==> src/rtl/core/swm_pkg.sv <==
// Package for the sliding window median core.
// Holds sizes, register index codes and the structs passed between cells.
// No dependencies.
package swm_pkg;

    localparam int WINDOW_MAX   = 64;
    localparam int SAMPLE_WIDTH = 32;

    localparam int IDX_W  = $clog2(WINDOW_MAX);
    localparam int CNT_W  = $clog2(WINDOW_MAX + 1);
    localparam int IN_W   = 32;
    localparam int OUT_W  = 33;
    localparam int CFG_W  = 7;
    localparam int DATA_W = 32;
    localparam int ADDR_W = 3;

    localparam logic [0:0] REG_WINDOW_SIZE = 1'b0;
    localparam logic [CFG_W-1:0] WINDOW_SIZE_RESET = 7'd3;

    typedef logic signed [SAMPLE_WIDTH-1:0] sample_t;
    typedef logic [IDX_W-1:0] age_t;
    typedef logic [CNT_W-1:0] count_t;

    typedef struct packed {
        logic    en;
        logic    full;
        sample_t x;
        count_t  n;
        count_t  n_after;
        age_t    w_m1;
    } swm_bcast_t;

    typedef struct packed {
        logic    rm_seen;
        logic    keep;
        sample_t value;
        age_t    age;
    } swm_fwd_t;

    typedef struct packed {
        sample_t value;
        age_t    age;
        logic    le;
    } swm_bwd_t;

endpackage

==> src/rtl/core/swm_cell.sv <==
// One cell of the sorted window: holds a sample and its age.
// Drops the oldest sample and inserts the new one together with its neighbors.
// Depends on swm_pkg.
module swm_cell
    import swm_pkg::*;
(
    input  logic       aclk,
    input  age_t       idx,
    input  swm_bcast_t bcast,
    input  swm_fwd_t   left_in,
    input  swm_bwd_t   right_in,
    output swm_fwd_t   right_out,
    output swm_bwd_t   left_out,
    output sample_t    value
);

    sample_t value_reg;
    sample_t value_next;
    age_t    age_reg;
    age_t    age_next;

    logic    cell_valid;
    logic    le;
    logic    rm;
    logic    rm_seen;
    sample_t a_value;
    age_t    a_age;
    logic    a_le;
    logic    a_valid;
    logic    keep;

    always_comb begin
        cell_valid = count_t'(idx) < bcast.n;
        le         = $signed(value_reg) <= $signed(bcast.x);
        rm         = bcast.full && cell_valid && (age_reg == bcast.w_m1);
        rm_seen    = left_in.rm_seen | rm;
        a_value    = rm_seen ? right_in.value : value_reg;
        a_age      = rm_seen ? right_in.age : age_reg;
        a_le       = rm_seen ? right_in.le : le;
        a_valid    = count_t'(idx) < bcast.n_after;
        keep       = a_valid && a_le;
        if (keep) begin
            value_next = a_value;
            age_next   = a_age + age_t'(1);
        end else if (left_in.keep) begin
            value_next = bcast.x;
            age_next   = '0;
        end else begin
            value_next = left_in.value;
            age_next   = left_in.age + age_t'(1);
        end
    end

    always_ff @(posedge aclk) begin
        if (bcast.en) begin
            value_reg <= value_next;
            age_reg   <= age_next;
        end
    end

    assign right_out = '{rm_seen: rm_seen, keep: keep, value: a_value, age: a_age};
    assign left_out  = '{value: value_reg, age: age_reg, le: le};
    assign value     = value_reg;

endmodule

==> config.mk <==
export PLATFORM = sky130hd
export DESIGN_NAME = swm_cell
export DESIGN_NICKNAME = d
export VERILOG_FILES = /design/src/rtl/core/swm_pkg.sv /design/src/rtl/core/swm_cell.sv
export SDC_FILE = /design/constraint.sdc
export NUM_CORES = 1
export LEC_CHECK = 0
export BUFFER_PORTS_ARGS = -buffer_cell sky130_fd_sc_hd__buf_2
export CAP_MARGIN = 20
export CORE_ASPECT_RATIO = 0.9
export CORE_MARGIN = 5
export CORE_UTILIZATION = 45
export CTS_BUF_LIST = sky130_fd_sc_hd__clkbuf_16
export DETAILED_ROUTE_END_ITERATION = 10
export PLACE_DENSITY_LB_ADDON = 0.3
export SYNTH_ARGS = -nofsm -noshare
export SYNTH_HDL_FRONTEND = slang
export SYNTH_SLANG_ARGS = --single-unit
==> constraint.sdc <==
create_clock -name aclk -period 4.95 [get_ports aclk]
set_input_delay 0.99 -clock aclk [delete_from_list [all_inputs] [get_ports aclk]]
set_output_delay 0.99 -clock aclk [all_outputs]
set_load 0.02 [all_outputs]
==> flow_summary.json, run 1 <==
{
  "yosysMostFrequentCell": "mux2_2",
  "cts_sinks": 38,
  "nets": 793,
  "diodes": 0,
  "synth_top_area_share_pct": 27.18,
  "io_buffer_count": 250,
  "hold_viol": 0,
  "gp_congestion": 0.8912,
  "antenna_left": 0,
  "tns_ns": 0,
  "track_usage_pct": 20.67,
  "cp.required_ns": 4.98,
  "worstSkewPairLatency_ns": 0.28,
  "synth_area_um2": 4198,
  "fp.coreArea_um2": 9125,
  "multi_input_area_um2": 2556,
  "cts_made_buffers": 5,
  "hp-class": "reg2reg",
  "rsz0062_at_grt": "no",
  "skew_ns": 0.005067,
  "synth_top_area_cell": "edfxtp_1",
  "r2r_slack_ns": 1.39,
  "synth_cell_types": 49,
  "yosys_register_bits": 38,
  "finalWorstSetupSlack_ns": 0.8472,
  "cts_setup_buffers": 0,
  "cts_tree": "built",
  "drtPass1Iterations": 4,
  "final_layout_size_suffix_gt1_share_pct": 61.15,
  "cp-end-kind": "flop",
  "clock.fmax_mhz": 243.7,
  "area_growth_pct": 29.09,
  "period_needed_ns": 4.103,
  "maxSlewViolCount": 0,
  "ys_seq_area_share_pct": 27.18,
  "ys.flop_type": "edfxtp_1",
  "fin_crit_sh_pct": 82.88,
  "cts_buffer_depth": 2,
  "yosys_warnings": 0,
  "ir_drop_uv": 154.6,
  "drc": 0,
  "cp_max_fo": 11,
  "async_flop_share_pct": 0,
  "largest_reg_flops": 32,
  "cap_violations": 0,
  "cts_max_level": 2,
  "reg2reg_depth": 12,
  "fp.dieH_um": 101.6,
  "drt_iter0_drc": 97,
  "die_w_um": 111.8,
  "grt_pass1_wl_mm": 19.17,
  "arrival_ns": 4.13,
  "antenna_found_initial": 0,
  "worstSetupPathType": "in2reg",
  "place_inst": 724,
  "r2r-end": "age_reg[2]$_DFFE_PP_",
  "dpl.hpwl_mm": 10.08,
  "leakage_nw": 2.724,
  "place_ws_ns": 0.5794,
  "grt_max_degree": 39,
  "grt_overflow": 0,
  "initial_utilization_pct": 46.00,
  "syn-instance-count": 398,
  "root_buffer": "clkbuf_16",
  "tightest_slew_ns": 0.9588,
  "synth_fp_nets": 582,
  "synth-edff-count": 38,
  "p_per_area_nw_per_um2": 256.7,
  "num_vias": 3749,
  "clkTransAtPathRegs_ns": 0.06,
  "seqCellArea_um2": 1141,
  "grt_pass1_vias": 4049,
  "status": "complete, no violations",
  "cts-resized-gates": 0,
  "instances_no_fill": 732,
  "finalPower_mw": 1.391,
  "die-area_um2": 11360,
  "rr_startpoint": "age_reg[4]$_DFFE_PP_",
  "wire_per_inst_um": 16.70,
  "relSlewSlack_pct": 36.08,
  "fillers": 826,
  "rows": 33,
  "cp-startpoint": "idx[5]",
  "setup_viol": 0,
  "synth.area.top_cells": "edfxtp_1 (27%), mux2_2 (26%), ha_1 (13%), buf_4 (6.6%), inv_1 (3.9%)",
  "synth.top_cells.by_count": "mux2_2 (96), ha_1 (44), inv_1 (44)",
  "postCtsHoldBufs": 0,
  "via_per_inst": 5.122,
  "synth.avg_cell_area_um2": 10.55,
  "cp-start-kind": "input port",
  "setup.worst_path.end": "age_reg[2]$_DFFE_PP_",
  "ios": 251,
  "postRouteWirelength_mm": 12.22
}
==> worst max-delay path: stages <==
cell	delay, ns
buf_2	0.11
ha_1	0.30
a21oi_1	0.14
nor2_1	0.05
nor3_1	0.18
o31a_2	0.28
nor2_4	0.04
inv_1	0.32
mux2_2	0.42
ha_1	0.27
nor2b_1	0.15
o22ai_1	0.11
or3b_2	0.47
mux2_2	0.28
==> logic make-up (layout without fill, tap and decap cells) <==
family	count (synthesis)	in the layout	synth area share, %
muxes	108	108	29.72
DFF	38	38	27.18
and+or+nand+nor	56	56	7.571
xor gates and xnor gates	16	16	3.338
AOI/OAI and AO/OA	44	44	6.826
buffers and inverters	92	304	12.25
adders and majority gates	44	44	13.11
==> through the flow <==
stage / hold slack (ns) / utilization [%] / cell area [µm²]
after floorplan: 0.9400 / - / 4198
after global placement: 0.7632 / 57.88 / 5281
after detailed placement: 0.7719 / 57.88 / 5281
after CTS: 0.7884 / 59.39 / 5419
after global routing: 0.8198 / 59.39 / 5419
final: 0.7883 / 59.39 / 5419
==> metal layers <==
layer / vias up / part of all wire, % / global-route usage [%]
met1: 1758 / 40 / 23.98
met4: 0 / 1.2 / 5.145
li1: 1825 / - / -
met3: 10 / 6.7 / 4.540
met5: - / 0 / 0
met2: 156 / 52 / 38.89
==> worst min path at each step <==
stage	start	depth (start not counted)	to	slack (ns)
3_3_place_gp	value[30]$_DFFE_PP_	2	value[30]$_DFFE_PP_	0.76
5_1_grt	value[12]$_DFFE_PP_	2	value[12]$_DFFE_PP_	0.82
2_1_floorplan	age_reg[5]$_DFFE_PP_	3	age_reg[5]$_DFFE_PP_	0.94
4_1_cts	value[9]$_DFFE_PP_	2	value[9]$_DFFE_PP_	0.79
6_report	value[9]$_DFFE_PP_	2	value[9]$_DFFE_PP_	0.79
3_5_place_dp	value[9]$_DFFE_PP_	2	value[9]$_DFFE_PP_	0.77
==> area by class of cell <==
cell class,count,area share (%)
inverter,44,3.048
clock buffer,5,2.309
tap,122,2.817
clock inverter,3,0.2309
timing repair buffer,252,23.37
multi-input combinational,268,47.17
sequential,38,21.06
==> layout by cell type (no fill, tap or decap), types with 2 or more instances in the layout <==
| master | Yosys | final |
|---|---|---|
| a211oi_1 | 2 | 2 |
| a21o_1 | 2 | 2 |
| a21oi_1 | 14 | 14 |
| and4_1 | 2 | 2 |
| buf_2 | 5 | 250 |
| buf_4 | 37 | 2 |
| clkbuf_16 | 0 | 5 |
| edfxtp_1 | 38 | 38 |
| ha_1 | 44 | 44 |
| inv_1 | 44 | 45 |
| mux2_2 | 96 | 96 |
| mux2_4 | 9 | 9 |
| mux2i_1 | 2 | 2 |
| nand2_1 | 8 | 8 |
| nand2b_1 | 2 | 2 |
| nand3_1 | 10 | 10 |
| nand3b_1 | 2 | 2 |
| nand4_1 | 6 | 6 |
| nor2_1 | 10 | 10 |
| nor2b_1 | 5 | 5 |
| nor3_1 | 2 | 2 |
| nor4b_1 | 2 | 2 |
| o211ai_1 | 3 | 3 |
| o21ai_0 | 8 | 8 |
| o21bai_1 | 2 | 2 |
| or2_2 | 2 | 2 |
| xnor2_1 | 9 | 9 |
| xor2_1 | 7 | 7 |
==> power by group <==
group          switching (mW)  total (mW)  internal [mW]
Combinational           0.348       0.632          0.284
Sequential             0.0424       0.451          0.409
Clock                   0.126       0.308          0.182
Total                   0.516        1.39          0.875
No activity file was read; power rests on OpenSTA's default activity.
==> run 2: changes to the inputs <==
==> constraint.sdc (replaced) <==
create_clock -name aclk -period 4.3 [get_ports aclk]
set_input_delay 0.86 -clock aclk [delete_from_list [all_inputs] [get_ports aclk]]
set_output_delay 0.86 -clock aclk [all_outputs]
set_load 0.02 [all_outputs]
==> run 2 against run 1 <==
Clock skew decreased by 0.00065 ns. Sequential power increased by 15%. Critical path type is now in2out. Largest power group unchanged. Sequential cell count unchanged. Worst hold slack worse by 0.0094 ns. Highest routed layer unchanged. Combinational power increased by 16%. Utilization grew 0.16 points.
==> flow_summary.json, run 2 (same netlist as run 1, synthesis figures left out) <==
{
  "io_buffer_count": 250,
  "fin_area_um2": 5434,
  "finalPower_mw": 1.604,
  "cts_tree": "built",
  "seqCellArea_um2": 1141,
  "cp.required_ns": 3.44,
  "hp-class": "reg2reg",
  "critPathBufInv": 3,
  "place_ws_ns": 0.3648,
  "sw_frac_of_total_pct": 37.03,
  "worstSkewPairLatency_ns": 0.28,
  "critical_path.slowest_cell": "buf_4",
  "multi_input_area_um2": 2556,
  "leakage_nw": 2.734,
  "die-area_um2": 11360,
  "drtPass1Iterations": 4,
  "dpl.hpwl_mm": 10.20,
  "worstSetupPathType": "in2out",
  "clockPowerShare_pct": 22.1,
  "cap_violations": 0,
  "final_layout_size_suffix_gt1_share_pct": 61.27,
  "layout_common_cells": "buf_2 (250), mux2_2 (96), inv_1 (45)",
  "clkTransAtPathRegs_ns": 0.06,
  "place_area_um2": 5296,
  "postRouteWirelength_mm": 12.30,
  "track_usage_pct": 20.76,
  "place_inst": 726,
  "diodes": 0,
  "p_comb_share_pct": 45.5,
  "fillers": 817,
  "finalWorstSetupSlack_ns": 0.5231,
  "worst_path_most_repeated_cell": "buf_2",
  "largest_reg_flops": 32,
  "drc": 0,
  "setup_viol": 0,
  "cts_buffer_depth": 2,
  "cts-resized-gates": 0,
  "area_growth_pct": 29.45,
  "p_per_area_nw_per_um2": 295.1,
  "ios": 251,
  "arrival_ns": 2.92,
  "postCtsHoldBufs": 0,
  "grt_max_degree": 39,
  "path_cells": "buf_2 -> ha_1 -> a21o_1 -> a211oi_1 -> o31a_2 -> nor2_4 -> buf_4 -> mux2_2 -> buf_2",
  "grt_pass1_wl_mm": 19.29,
  "relSlewSlack_pct": 36.69,
  "tns_ns": 0,
  "antenna_found_initial": 0,
  "status": "complete, no violations",
  "nets": 795,
  "maxSlewViolCount": 0,
  "grt_overflow": 0,
  "p_seq_share_pct": 32.4,
  "final_util_pct": 59.55,
  "hold_viol": 0,
  "cp-end-kind": "primary output",
  "cts_max_level": 2,
  "fp.dieH_um": 101.6,
  "fp.coreArea_um2": 9125,
  "via_per_inst": 5.106,
  "cp_max_fo": 32,
  "root_buffer": "clkbuf_16",
  "antenna_left": 0,
  "rsz0062_at_grt": "no",
  "cp-start-kind": "input port",
  "cts_sinks": 38,
  "tightest_slew_ns": 0.9496,
  "critPathTopFamily": "buffers and inverters",
  "wire_per_inst_um": 16.75,
  "p_sw_mw": 0.5938,
  "layout_commonest_cell": "buf_2",
  "die_w_um": 111.8,
  "drt_iter0_drc": 72,
  "cts_setup_buffers": 0,
  "initial_utilization_pct": 46.00,
  "clock.fmax_mhz": 264.8,
  "fin_crit_sh_pct": 87.83,
  "rows": 33,
  "period_needed_ns": 3.777,
  "ir_drop_uv": 155.1,
  "num_vias": 3748,
  "skew_ns": 0.004414,
  "cpPeakStageDelay_ns": 0.42,
  "cts_made_buffers": 5,
  "grt_pass1_vias": 4097,
  "intPower_mw": 1.010,
  "gp_congestion": 0.9083,
  "instances_no_fill": 734,
  "hold_slack_ns": 0.7789
}
-- run 2: cell count changes in the layout (fill, tap and decap cells not counted) --
cell   before  now
buf_4       2    4
-- run 2: area by class of cell --
type	count	area share, %
multi-input combinational	268	47.04
timing repair buffer	254	23.58
sequential	38	21.00
inverter	44	3.039
tap	122	2.809
clock buffer	5	2.303
clock inverter	3	0.2303
-- run 2: per-layer routing --
layer	track usage [%]	vias to the layer above	wire length [µm]
met5	0	-	0
met4	5.893	0	177
met3	4.600	14	830
met2	39.68	159	6484
met1	23.29	1751	4804
li1	-	1824	-
-- run 2: path summary, 6_finish.rpt --
check	cells after the start	startpoint	end	slack, ns
min	2	value[7]$_DFFE_PP_	value[7]$_DFFE_PP_	0.78
max reg2reg	12	age_reg[2]$_DFFE_PP_	age_reg[2]$_DFFE_PP_	1.09
max	9	idx[1]	right_out[19]	0.52
min reg2reg	2	value[7]$_DFFE_PP_	value[7]$_DFFE_PP_	0.78
-- run 2: power by group through the flow --
| stage | clock [mW] | combinational, mW | sequential (mW) |
|---|---|---|---|
| floorplan | 0 | 0.481 | 0.566 |
| global placement | 0 | 0.718 | 0.524 |
| detailed placement | 0 | 0.736 | 0.527 |
| CTS | 0.364 | 0.739 | 0.520 |
| global route | 0.375 | 0.794 | 0.527 |
| finish | 0.355 | 0.730 | 0.519 |
-- run 2: worst min-delay path: cells and delay by family (launching register included) --
family,cells,cell delay (ns)
muxes,2,0.30
DFF,1,0.38
==> run 3: changes to the inputs <==
--- a/config.mk
+++ b/config.mk
@@ -10,9 +10,9 @@
 export CORE_ASPECT_RATIO = 0.9
 export CORE_MARGIN = 5
 export CORE_UTILIZATION = 45
-export CTS_BUF_LIST = sky130_fd_sc_hd__clkbuf_16
 export DETAILED_ROUTE_END_ITERATION = 10
 export PLACE_DENSITY_LB_ADDON = 0.3
+export SLEW_MARGIN = 20
 export SYNTH_ARGS = -nofsm -noshare
 export SYNTH_HDL_FRONTEND = slang
 export SYNTH_SLANG_ARGS = --single-unit
==> run 3 against run 2 <==
Clock power fell by 31%. Count of clock-buffer cells in the layout rose by 1. Register-to-register slack barely moved. Sequential power barely moved. Sequential cell count did not move. Maximum frequency barely moved. Critical path depth did not move. Largest power group unchanged.
==> flow_summary.json, run 3 (same netlist as run 1, synthesis figures left out) <==
{
  "status": "complete, no violations",
  "fp.coreArea_um2": 9125,
  "hp-class": "reg2reg",
  "instances_no_fill": 734,
  "fin_area_um2": 5378,
  "place_area_um2": 5296,
  "grt_overflow": 0,
  "hold_viol": 0,
  "worstSetupPathType": "in2out",
  "worstSkewPairLatency_ns": 0.29,
  "largest_reg_flops": 32,
  "cts_sinks": 38,
  "cts-resized-gates": 0,
  "met1_usage_pct": 23.25,
  "cp-startpoint": "idx[1]",
  "io_buffer_count": 250,
  "dpl.hpwl_mm": 10.20,
  "globalRouteMet3Util_pct": 4.421,
  "drt_iter0_drc": 95,
  "worst_path_most_repeated_cell": "buf_2",
  "clock.fmax_mhz": 264.8,
  "die_w_um": 111.8,
  "maxSlewViolCount": 0,
  "leakage_nw": 2.704,
  "cp-start-kind": "input port",
  "final_util_pct": 58.93,
  "wire_per_inst_um": 16.76,
  "root_buffer": "clkbuf_8",
  "p_per_area_nw_per_um2": 277.6,
  "cp-end-kind": "primary output",
  "relSlewSlack_pct": 36.75,
  "cts_tree": "built",
  "fin_crit_sh_pct": 87.84,
  "nets": 795,
  "drc": 0,
  "skew_ns": 0.006262,
  "tightest_slew_ns": 0.9488,
  "diodes": 0,
  "use_met2_pct": 39.72,
  "cts_max_level": 2,
  "postRouteWirelength_mm": 12.30,
  "setup_viol": 0,
  "busiest_layer": "met2",
  "grt_pass1_wl_mm": 19.29,
  "cap_violations": 0,
  "period_needed_ns": 3.777,
  "hold_slack_ns": 0.7840,
  "grt_max_degree": 39,
  "fp.dieH_um": 101.6,
  "postCtsHoldBufs": 0,
  "arrival_ns": 2.92,
  "multi_input_area_um2": 2556,
  "clockPowerShare_pct": 16.3,
  "fillers": 823,
  "sw_frac_of_total_pct": 38.96,
  "intPower_mw": 0.9111,
  "finalPower_mw": 1.493,
  "place_ws_ns": 0.3648,
  "cp_max_fo": 32,
  "tns_ns": 0,
  "cp.required_ns": 3.44,
  "initial_utilization_pct": 46.00,
  "num_vias": 3727,
  "drtPass1Iterations": 4,
  "die-area_um2": 11360,
  "finalWorstSetupSlack_ns": 0.5230,
  "layout_commonest_cell": "buf_2",
  "via_per_inst": 5.078,
  "rows": 33,
  "cts_made_buffers": 5,
  "cts_setup_buffers": 0,
  "area_growth_pct": 28.11,
  "ios": 251,
  "p_sw_mw": 0.5816,
  "cpPeakStageDelay_ns": 0.42,
  "seqCellArea_um2": 1141,
  "rr_startpoint": "age_reg[2]$_DFFE_PP_",
  "cts_buffer_depth": 2,
  "p_comb_share_pct": 48.9,
  "clkTransAtPathRegs_ns": 0.08,
  "layout_common_cells": "buf_2 (250), mux2_2 (96), inv_1 (44), ha_1 (44), edfxtp_1 (38)",
  "path_cells": "buf_2 -> ha_1 -> a21o_1 -> a211oi_1 -> o31a_2 -> nor2_4 -> buf_4 -> mux2_2 -> buf_2",
  "hold_start": "value[7]$_DFFE_PP_",
  "p_seq_share_pct": 34.7,
  "track_usage_pct": 20.72,
  "ir_drop_uv": 154.9,
  "rsz0062_at_grt": "no",
  "gp_congestion": 0.9083,
  "place_inst": 726,
  "antenna_left": 0,
  "grt_pass1_vias": 4092,
  "antenna_found_initial": 0,
  "critical_path.slowest_cell": "buf_4",
  "final_layout_size_suffix_gt1_share_pct": 61.27
}
## run 3: changes by cell type in the layout (fill, tap and decap cells not counted)
cell	delta
clkbuf_8	+5
clkbuf_1	+1
clkbuf_16	-5
inv_1	-1
## run 3: critical path, delay by kind of cell
kind / cells / cell delay, ns
buffers and inverters: 3 / 0.69
AO/OA/AOI/OAI: 3 / 0.55
multiplexers: 1 / 0.41
adder cells (fa/ha/maj): 1 / 0.27
AND/OR/NAND/NOR: 1 / 0.11
## run 3: cell type report
type | count | area share, %
Timing Repair Buffer | 254 | 23.83
Tap cell | 122 | 2.839
Clock inverter | 2 | 0.1629
Inverter | 44 | 3.071
Clock buffer | 6 | 1.349
Sequential cell | 38 | 21.22
Multi-Input combinational cell | 268 | 47.53
## run 3: worst paths after layout
| kind | end | depth (start not counted) | slack [ns] |
|---|---|---|---|
| max | right_out[19] | 9 | 0.52 |
| min | value[7]$_DFFE_PP_ | 2 | 0.78 |
| max reg2reg | age_reg[2]$_DFFE_PP_ | 12 | 1.08 |
| min reg2reg | value[7]$_DFFE_PP_ | 2 | 0.78 |
## run 3: power groups by stage
stage | clock, mW | combinational [mW] | sequential (mW)
floorplan | 0 | 0.481 | 0.566
global placement | 0 | 0.718 | 0.524
detailed placement | 0 | 0.736 | 0.527
CTS | 0.255 | 0.739 | 0.519
global route | 0.264 | 0.794 | 0.526
finish | 0.244 | 0.731 | 0.518
## run 3: metal layers
layer / share of wire (%) / vias up
li1: - / 1824
met1: 39 / 1735
met2: 53 / 150
met3: 6.2 / 18
met4: 1.7 / 0
met5: 0 / -
